[config.mk]
export PLATFORM = sky130hd
export DESIGN_NAME = swept_box_grid_cell_enumerator_core
export DESIGN_NICKNAME = d
export VERILOG_FILES = /design/src/hdl/sbgce_pkg.sv /design/src/hdl/swept_box_grid_cell_enumerator_core.sv /design/src/hdl/sbgce_div.sv /design/src/hdl/sbgce_enum.sv
export SDC_FILE = /design/constraint.sdc
export NUM_CORES = 2
export LEC_CHECK = 0
export ABC_CLOCK_PERIOD_IN_PS = 21300
export BUFFER_PORTS_ARGS = -buffer_cell sky130_fd_sc_hd__buf_2
export CAP_MARGIN = 15
export CORE_UTILIZATION = 29
export CTS_CLUSTER_DIAMETER = 80
export DETAILED_ROUTE_END_ITERATION = 7
export HOLD_SLACK_MARGIN = 0.15
export PLACE_DENSITY = 0.44
export REMOVE_ABC_BUFFERS = 1
export SLEW_MARGIN = 10
export SYNTH_ARGS = -nofsm -noshare
export SYNTH_HDL_FRONTEND = slang
export SYNTH_SLANG_ARGS = --single-unit
export TNS_END_PERCENT = 30
[constraint.sdc]
create_clock -name clk_i -period 21.3 [get_ports clk_i]
set_clock_uncertainty 0.1 [all_clocks]
set_input_delay 1.065 -clock clk_i [delete_from_list [all_inputs] [get_ports clk_i]]
set_output_delay 1.065 -clock clk_i [all_outputs]
set_load 0.005 [all_outputs]
[src/hdl/sbgce_pkg.sv]
// shared constants and types of the swept box grid cell enumerator
`default_nettype none
package sbgce_pkg;

  localparam int CoordW      = 16;
  localparam int SizeW       = 12;
  localparam int VelW        = 12;
  localparam int CellW       = 17;
  localparam int CfgW        = 11;
  localparam int MagW        = 16;
  localparam int DivStages   = 4;
  localparam int DivBits     = MagW / DivStages;
  localparam int MaxCellsDef = 64;
  localparam int Margin      = 1;
  localparam logic [CfgW-1:0] CellSizeRst = 11'd32;

  typedef struct packed {
    logic signed [CellW-1:0] x0;
    logic signed [CellW-1:0] x1;
    logic signed [CellW-1:0] y0;
    logic signed [CellW-1:0] y1;
  } sbgce_bounds_t;

endpackage
`default_nettype wire

[src/hdl/swept_box_grid_cell_enumerator_core.sv]
// top level of the swept box grid cell enumerator
`default_nettype none
// Takes one moving box per transfer and sends out, one transfer per cell,
// every grid cell of the swept box (current and next position) with a
// margin of one cell, rows outer and columns inner, at most MAX_CELLS cells.
// A box runs through a front pipeline of seven register stages (sweep,
// magnitude, four divider stages of four quotient bits each, bounds) and
// then into the cell walker, which sends one cell per cycle unless the
// output is stalled. A box holds the walker until its last cell is sent and
// the walker takes no new box before then; following boxes queue in the
// front pipeline. cell_size is taken as 1 when written as 0 and must only
// be written while the block is idle.
module swept_box_grid_cell_enumerator_core
  import sbgce_pkg::*;
#(
  parameter int MAX_CELLS = MaxCellsDef
) (
  input  wire logic                     clk_i,
  input  wire logic                     rst_ni,
  input  wire logic                     cfg_we_i,
  input  wire logic [CfgW-1:0]          cfg_wdata_i,
  input  wire logic                     in_valid_i,
  output logic                          in_stall_o,
  input  wire logic signed [CoordW-1:0] pos_x_i,
  input  wire logic signed [CoordW-1:0] pos_y_i,
  input  wire logic [SizeW-1:0]         box_width_i,
  input  wire logic [SizeW-1:0]         box_height_i,
  input  wire logic signed [VelW-1:0]   vel_x_i,
  input  wire logic signed [VelW-1:0]   vel_y_i,
  output logic                          out_valid_o,
  input  wire logic                     out_stall_i,
  output logic signed [CellW-1:0]       cell_x_o,
  output logic signed [CellW-1:0]       cell_y_o,
  output logic                          last_cell_o,
  output logic                          overflow_o
);

  // cell size register
  logic [CfgW-1:0] cell_size_q;
  always_ff @(posedge clk_i or negedge rst_ni) begin
    if (!rst_ni) cell_size_q <= CellSizeRst;
    else if (cfg_we_i) cell_size_q <= cfg_wdata_i;
  end

  // the front pipeline moves as one; it halts only when the bounds stage
  // holds a box that the walker cannot take yet
  logic en, take;
  logic v1_q, v2_q, vb_q;
  logic [DivStages-1:0] vd_q;
  assign en         = !vb_q || take;
  assign in_stall_o = !en;

  always_ff @(posedge clk_i or negedge rst_ni) begin
    if (!rst_ni) begin
      v1_q <= 1'b0;
      v2_q <= 1'b0;
      vd_q <= '0;
      vb_q <= 1'b0;
    end else if (en) begin
      v1_q <= in_valid_i;
      v2_q <= v1_q;
      vd_q <= {vd_q[DivStages-2:0], v2_q};
      vb_q <= vd_q[DivStages-1];
    end
  end

  // sweep: upper-left corner and lower-right edge of the swept box
  logic signed [CellW-1:0] nx, ny, tx, ty, mx, my;
  always_comb begin
    nx = CellW'(pos_x_i) + CellW'(vel_x_i);
    ny = CellW'(pos_y_i) + CellW'(vel_y_i);
    tx = ($signed(CellW'(pos_x_i)) < nx) ? CellW'(pos_x_i) : nx;
    ty = ($signed(CellW'(pos_y_i)) < ny) ? CellW'(pos_y_i) : ny;
    mx = ($signed(CellW'(pos_x_i)) < nx) ? nx : CellW'(pos_x_i);
    my = ($signed(CellW'(pos_y_i)) < ny) ? ny : CellW'(pos_y_i);
  end

  // dividend order: ulx, uly, lrx, lry
  logic signed [CellW-1:0] s1_q [4];
  logic [CfgW-1:0]         g1_q, g2_q;
  always_ff @(posedge clk_i) begin
    if (en) begin
      s1_q[0] <= tx;
      s1_q[1] <= ty;
      s1_q[2] <= mx + CellW'(box_width_i);
      s1_q[3] <= my + CellW'(box_height_i);
      g1_q    <= (cell_size_q == '0) ? CfgW'(1) : cell_size_q;
      g2_q    <= g1_q;
    end
  end

  logic signed [CellW-1:0] quot [4];
  for (genvar k = 0; k < 4; k++) begin : g_div
    logic            neg_q;
    logic [MagW-1:0] mag_q;
    logic [CellW-1:0] abs_v;
    assign abs_v = s1_q[k][CellW-1] ? -s1_q[k] : s1_q[k];
    always_ff @(posedge clk_i) begin
      if (en) begin
        neg_q <= s1_q[k][CellW-1];
        mag_q <= abs_v[MagW-1:0];
      end
    end
    sbgce_div u_div (
      .clk_i  (clk_i),
      .en_i   (en),
      .neg_i  (neg_q),
      .mag_i  (mag_q),
      .div_i  (g2_q),
      .quot_o (quot[k])
    );
  end

  // margin and corner ordering
  sbgce_bounds_t bnd_d, bnd_q;
  always_comb begin
    logic signed [CellW-1:0] ulxm, lrxp, ulym, lryp;
    ulxm = quot[0] - CellW'(Margin);
    lrxp = quot[2] + CellW'(Margin);
    ulym = quot[1] - CellW'(Margin);
    lryp = quot[3] + CellW'(Margin);
    if (ulxm < lrxp) begin
      bnd_d.x0 = ulxm;
      bnd_d.x1 = lrxp;
    end else begin
      bnd_d.x0 = quot[2] - CellW'(Margin);
      bnd_d.x1 = quot[0] + CellW'(Margin);
    end
    if (ulym < lryp) begin
      bnd_d.y0 = ulym;
      bnd_d.y1 = lryp;
    end else begin
      bnd_d.y0 = quot[3] - CellW'(Margin);
      bnd_d.y1 = quot[1] + CellW'(Margin);
    end
  end

  always_ff @(posedge clk_i) begin
    if (en) bnd_q <= bnd_d;
  end

  sbgce_enum #(
    .MAX_CELLS (MAX_CELLS)
  ) u_enum (
    .clk_i        (clk_i),
    .rst_ni       (rst_ni),
    .load_valid_i (vb_q),
    .bnd_i        (bnd_q),
    .take_o       (take),
    .out_valid_o  (out_valid_o),
    .out_stall_i  (out_stall_i),
    .cell_x_o     (cell_x_o),
    .cell_y_o     (cell_y_o),
    .last_cell_o  (last_cell_o),
    .overflow_o   (overflow_o)
  );

endmodule
`default_nettype wire

[src/hdl/sbgce_div.sv]
// pipelined truncating signed divider, four quotient bits per stage
`default_nettype none
module sbgce_div
  import sbgce_pkg::*;
(
  input  wire logic                    clk_i,
  input  wire logic                    en_i,
  input  wire logic                    neg_i,
  input  wire logic [MagW-1:0]         mag_i,
  input  wire logic [CfgW-1:0]         div_i,
  output logic signed [CellW-1:0]      quot_o
);

  logic            neg_q [DivStages];
  logic [MagW-1:0] mag_q [DivStages];
  logic [MagW-1:0] quo_q [DivStages];
  logic [CfgW-1:0] rem_q [DivStages];
  logic [CfgW-1:0] dvs_q [DivStages];

  for (genvar s = 0; s < DivStages; s++) begin : g_stage
    logic            neg_in;
    logic [MagW-1:0] mag_in;
    logic [MagW-1:0] quo_in;
    logic [CfgW-1:0] rem_in;
    logic [CfgW-1:0] dvs_in;
    logic [MagW-1:0] quo_d;
    logic [CfgW-1:0] rem_d;

    if (s == 0) begin : g_first
      assign neg_in = neg_i;
      assign mag_in = mag_i;
      assign quo_in = '0;
      assign rem_in = '0;
      assign dvs_in = div_i;
    end else begin : g_next
      assign neg_in = neg_q[s-1];
      assign mag_in = mag_q[s-1];
      assign quo_in = quo_q[s-1];
      assign rem_in = rem_q[s-1];
      assign dvs_in = dvs_q[s-1];
    end

    // restoring steps over this stage's dividend bits
    always_comb begin
      logic [CfgW:0] r;
      r     = {1'b0, rem_in};
      quo_d = quo_in;
      for (int j = 0; j < DivBits; j++) begin
        r     = {r[CfgW-1:0], mag_in[MagW-1-s*DivBits-j]};
        quo_d = {quo_d[MagW-2:0], 1'b0};
        if (r >= {1'b0, dvs_in}) begin
          r        = r - {1'b0, dvs_in};
          quo_d[0] = 1'b1;
        end
      end
      rem_d = r[CfgW-1:0];
    end

    always_ff @(posedge clk_i) begin
      if (en_i) begin
        neg_q[s] <= neg_in;
        mag_q[s] <= mag_in;
        quo_q[s] <= quo_d;
        rem_q[s] <= rem_d;
        dvs_q[s] <= dvs_in;
      end
    end
  end

  // truncation toward zero: negate the magnitude quotient
  always_comb begin
    logic [CellW-1:0] q;
    q      = {1'b0, quo_q[DivStages-1]};
    quot_o = neg_q[DivStages-1] ? -q : q;
  end

endmodule
`default_nettype wire

[src/hdl/sbgce_enum.sv]
// row by row cell walker with count cap and output register
`default_nettype none
module sbgce_enum
  import sbgce_pkg::*;
#(
  parameter int MAX_CELLS = MaxCellsDef
) (
  input  wire logic                    clk_i,
  input  wire logic                    rst_ni,
  input  wire logic                    load_valid_i,
  input  wire sbgce_bounds_t           bnd_i,
  output logic                         take_o,
  output logic                         out_valid_o,
  input  wire logic                    out_stall_i,
  output logic signed [CellW-1:0]      cell_x_o,
  output logic signed [CellW-1:0]      cell_y_o,
  output logic                         last_cell_o,
  output logic                         overflow_o
);

  localparam int NW = (MAX_CELLS > 1) ? $clog2(MAX_CELLS) : 1;

  logic                    busy_q, ov_q;
  logic signed [CellW-1:0] x_q, y_q, x0_q, x1_q, y1_q;
  logic [NW-1:0]           n_q;
  logic signed [CellW-1:0] cx_q, cy_q;
  logic                    last_q, ovf_q;

  logic slot_free, row_end, all_end, cap, last;

  assign slot_free = !ov_q || !out_stall_i;
  assign row_end   = (x_q + CellW'(1)) == x1_q;
  assign all_end   = row_end && ((y_q + CellW'(1)) == y1_q);
  assign cap       = n_q == NW'(MAX_CELLS - 1);
  assign last      = all_end || cap;
  assign take_o    = !busy_q;

  always_ff @(posedge clk_i or negedge rst_ni) begin
    if (!rst_ni) begin
      busy_q <= 1'b0;
      ov_q   <= 1'b0;
    end else begin
      if (busy_q && slot_free) begin
        ov_q <= 1'b1;
        if (last) busy_q <= 1'b0;
      end else if (slot_free) begin
        ov_q <= 1'b0;
      end
      if (!busy_q && load_valid_i) busy_q <= 1'b1;
    end
  end

  always_ff @(posedge clk_i) begin
    if (!busy_q && load_valid_i) begin
      x_q  <= bnd_i.x0;
      y_q  <= bnd_i.y0;
      x0_q <= bnd_i.x0;
      x1_q <= bnd_i.x1;
      y1_q <= bnd_i.y1;
      n_q  <= '0;
    end else if (busy_q && slot_free) begin
      cx_q   <= x_q;
      cy_q   <= y_q;
      last_q <= last;
      ovf_q  <= cap && !all_end;
      n_q    <= n_q + NW'(1);
      if (row_end) begin
        x_q <= x0_q;
        y_q <= y_q + CellW'(1);
      end else begin
        x_q <= x_q + CellW'(1);
      end
    end
  end

  assign out_valid_o = ov_q;
  assign cell_x_o    = cx_q;
  assign cell_y_o    = cy_q;
  assign last_cell_o = last_q;
  assign overflow_o  = ovf_q;

endmodule
`default_nettype wire

==> run metrics <==
Max clock buf depth 3; Placed Cells incl. Taps between 10000 and 15000; commonest non-fill, non-tap cell in the layout ha_1; delay-heaviest family, CP compound AO/OA/AOI/OAI gates; most frequent cells in the layout ha_1, edfxtp_1, nor2_1, nand2_1, a21oi_1; EDFF count, synth a little under 800; Clock Power Share ~43%; worst skew pair latency ~750 ps; Post-Synthesis Cells 7310; worst hold path class reg -> reg; CTS Hold Bufs 0; Critical path buffers and inverters 3; num ports between 100 and 150; Residual DRC 0; Yosys Warn Count 0; Mapped Avg Cell Area around 9.6 µm²; Critical Path Start Type flop; Vias 54294; drt first pass iters 5; RSZ-0062 raised after global routing no; Starting Density 29.3%; post-route insts no fill 10781; Pwr Total around 4.3 mW; initial antenna violation count 16; Reg area about 0.024 mm²; FILL cells 24717; TritonCTS Buffers approximately 110; DR WL/cell 18.4 µm; Routed Antenna Nets 0; Layout area overhead 12.1%; worst reg2reg path endpoint g_div[3].u_div.rem_q[1][6]; dominant synthesized flop cell edfxtp_1; worst path required time ~22000 ps; multi-input logic area about 0.044 mm²; Core ar. roughly 0.24 mm²; Post-synth ARST share under 10%; IO buf count ~130; Net Sw Frac around a quarter; Worst Tran Pin Value between 1000 and 1500 ps; die area roughly 0.25 mm²; P_sw around 1.1 mW; Max H-tree Level 3; Reg2Reg Setup Slack approximately 10000 ps; R2R depth 37; final worst-path cycle share approximately 53%; Comb pwr share between 10% and 20%; worst-case vdd ir drop 0.0000545 V; Synth Register Bits 810; largest net degree at the start of global routing 149; leakage power ~32 nW; vias per cell between 5 and 6; synth top area cells edfxtp_1, ha_1, xnor2_1; CP arrival 11710 ps; DP Area about 0.075 mm²; number of global-route vias before repair between 50000 and 60000; initial drt markers slightly below 3000; crit-path max FO 17; grt ovf 0; Final Net Count approximately 8500; FP Rows 180; Setup violations, final 0; root buf cell clkbuf_16; Design Area, Final 0.0790 mm²; slowest stage delay, CP 830 ps; share of post-route cells with drive strength above 1 a little under 10%; clock sinks between 800 and 900; gp weighted congestion 0.876; TritonCTS clock tree done; final max-slew violation count 0; Global Route Usage Sum between 10% and 20%; Post-DP HPWL about 160 mm; Clock Pin Slew Worst Setup and Hold Paths 60 ps; Distinct cells, synth approximately 110; area leader, netlist edfxtp_1; Flop pwr share 41.6%; Yosys top cell area share about a third; post-CTS sizing 0; first-pass GRT wire length approximately 310 mm; register area share after synthesis around 34%; Setup TNS 0 ps; CP max-delay cell mux2i_2; Die Height 495 µm; Setup Buffers After CTS 0; Pint around 3.2 mW; Cell Area, Synth between 0.07 and 0.08 mm²; status completed; Worst Hold End g_div[1].u_div.neg_q[0]; Hold Path Cell Cnt 0; HP Start g_div[1].neg_q; max_cap viols 0; worst reg2reg startpoint g_div[3].u_div.dvs_q[0][4]; min cycle time layout roughly 11000 ps; Final Hold Fails 0; Die Width 495 µm; Slew headroom approximately a quarter; WL final 198 mm; Peak Freq 88.2 MHz; Setup CP Type reg -> reg; CP endpoint kind flop; PwrDens between 50 and 60 mW/mm²
[power groups by stage]
| stage | logic (mW) | registers [mW] | clock network (mW) |
|---|---|---|---|
| CTS | 0.675 | 1.80 | 1.93 |
| finish | 0.668 | 1.80 | 1.86 |
| global placement | 0.666 | 1.83 | 0 |
| floorplan | 0.507 | 1.83 | 0 |
| global route | 0.755 | 1.80 | 1.98 |
| detailed placement | 0.671 | 1.83 | 0 |
[synth_stat cells (all sizes together) (67+ instances only)]
| library cell | number |
|---|---|
| a21o | 151 |
| a21oi | 448 |
| and3 | 67 |
| clkbuf | 105 |
| edfxtp | 784 |
| ha | 805 |
| inv | 438 |
| mux2 | 292 |
| mux2i | 160 |
| nand2 | 541 |
| nand2b | 122 |
| nand3 | 128 |
| nand4 | 124 |
| nor2 | 587 |
| nor2b | 134 |
| nor3 | 215 |
| o21ai | 447 |
| o31ai | 92 |
| or3 | 74 |
| xnor2 | 427 |
| xor2 | 291 |
[logic make-up after synthesis]
kind of cell	share of synthesized area [%]
AND/OR/NAND/NOR	15.4
XOR/XNOR	8.92
buffers and inverters	3.15
multiplexers	7.01
flip-flops	34.3
AO/OA/AOI/OAI	15.2
adder cells (fa/ha/maj)	16.0
[worst max-delay path by stage]
| stage | startpoint | end | slack (ps) | cells past startpoint |
|---|---|---|---|---|
| floorplan | vb_q | v1_q | 4440 | 2 |
| global placement | g_div[3].u_div.dvs_q[0][1] | g_div[0].u_div.rem_q[1][0] | 10180 | 41 |
| detailed placement | g_div[3].u_div.dvs_q[0][1] | g_div[3].u_div.rem_q[1][6] | 10020 | 38 |
| CTS | g_div[3].u_div.dvs_q[0][1] | g_div[3].u_div.rem_q[1][6] | 9940 | 38 |
| global route | g_div[3].u_div.dvs_q[2][1] | g_div[1].u_div.quo_q[3][0] | 9070 | 40 |
| finish | g_div[3].u_div.dvs_q[0][4] | g_div[3].u_div.rem_q[1][6] | 9970 | 37 |
[registers in the layout (all words and copies together) (netlist names), 33 cells and up]
signal and flops:
g_div.u_div.quo_q 160, g_div.u_div.dvs_q 33, g_div.u_div.rem_q 132, g_div.u_div.mag_q 96
g_div.mag_q 64, s1_q 68, bnd_q 68
[cell type report]
cell class,instances,share of cell area [%]
diodes,4,0.0127
inverters,439,2.09
clock buffers,124,3.55
well taps,3185,5.04
flip-flops and latches,810,30.6
multi-input cells,5922,55.9
repair buffers,226,1.74
clock inverters,71,1.06
[routing by layer]
metal / track usage [%] / vias up / part of all wire, % / wire (µm)
met5: 0 / - / 0.021 / 41
met4: 3.37 / 6 / 1.8 / 3630
met3: 1.81 / 195 / 3.2 / 6440
met2: 26.6 / 803 / 46 / 91800
met1: 21.7 / 25777 / 49 / 96600
li1: - / 27513 / - / -
[through the flow]
stage | hold slack (ps) | worst slack (ps) | utilization (%)
2_1_floorplan | 300 | 4440 | -
3_3_place_gp | 301 | 10180 | 31.3
3_5_place_dp | 305 | 10020 | 31.3
4_1_cts | 258 | 9940 | 32.8
5_1_grt | 290 | 9070 | 32.8
6_report | 304 | 9970 | 32.8
[worst register-to-register path: cells and delay by family, from the launching register on]
kind	cells	cell delay, ps
AO/OA/AOI/OAI	18	4860
adder cells (fa/ha/maj)	4	1430
buffers and inverters	3	930
flip-flops	1	470
multiplexers	4	2060
AND/OR/NAND/NOR	8	1220
Note: power is estimated with default switching activity, not from simulation.
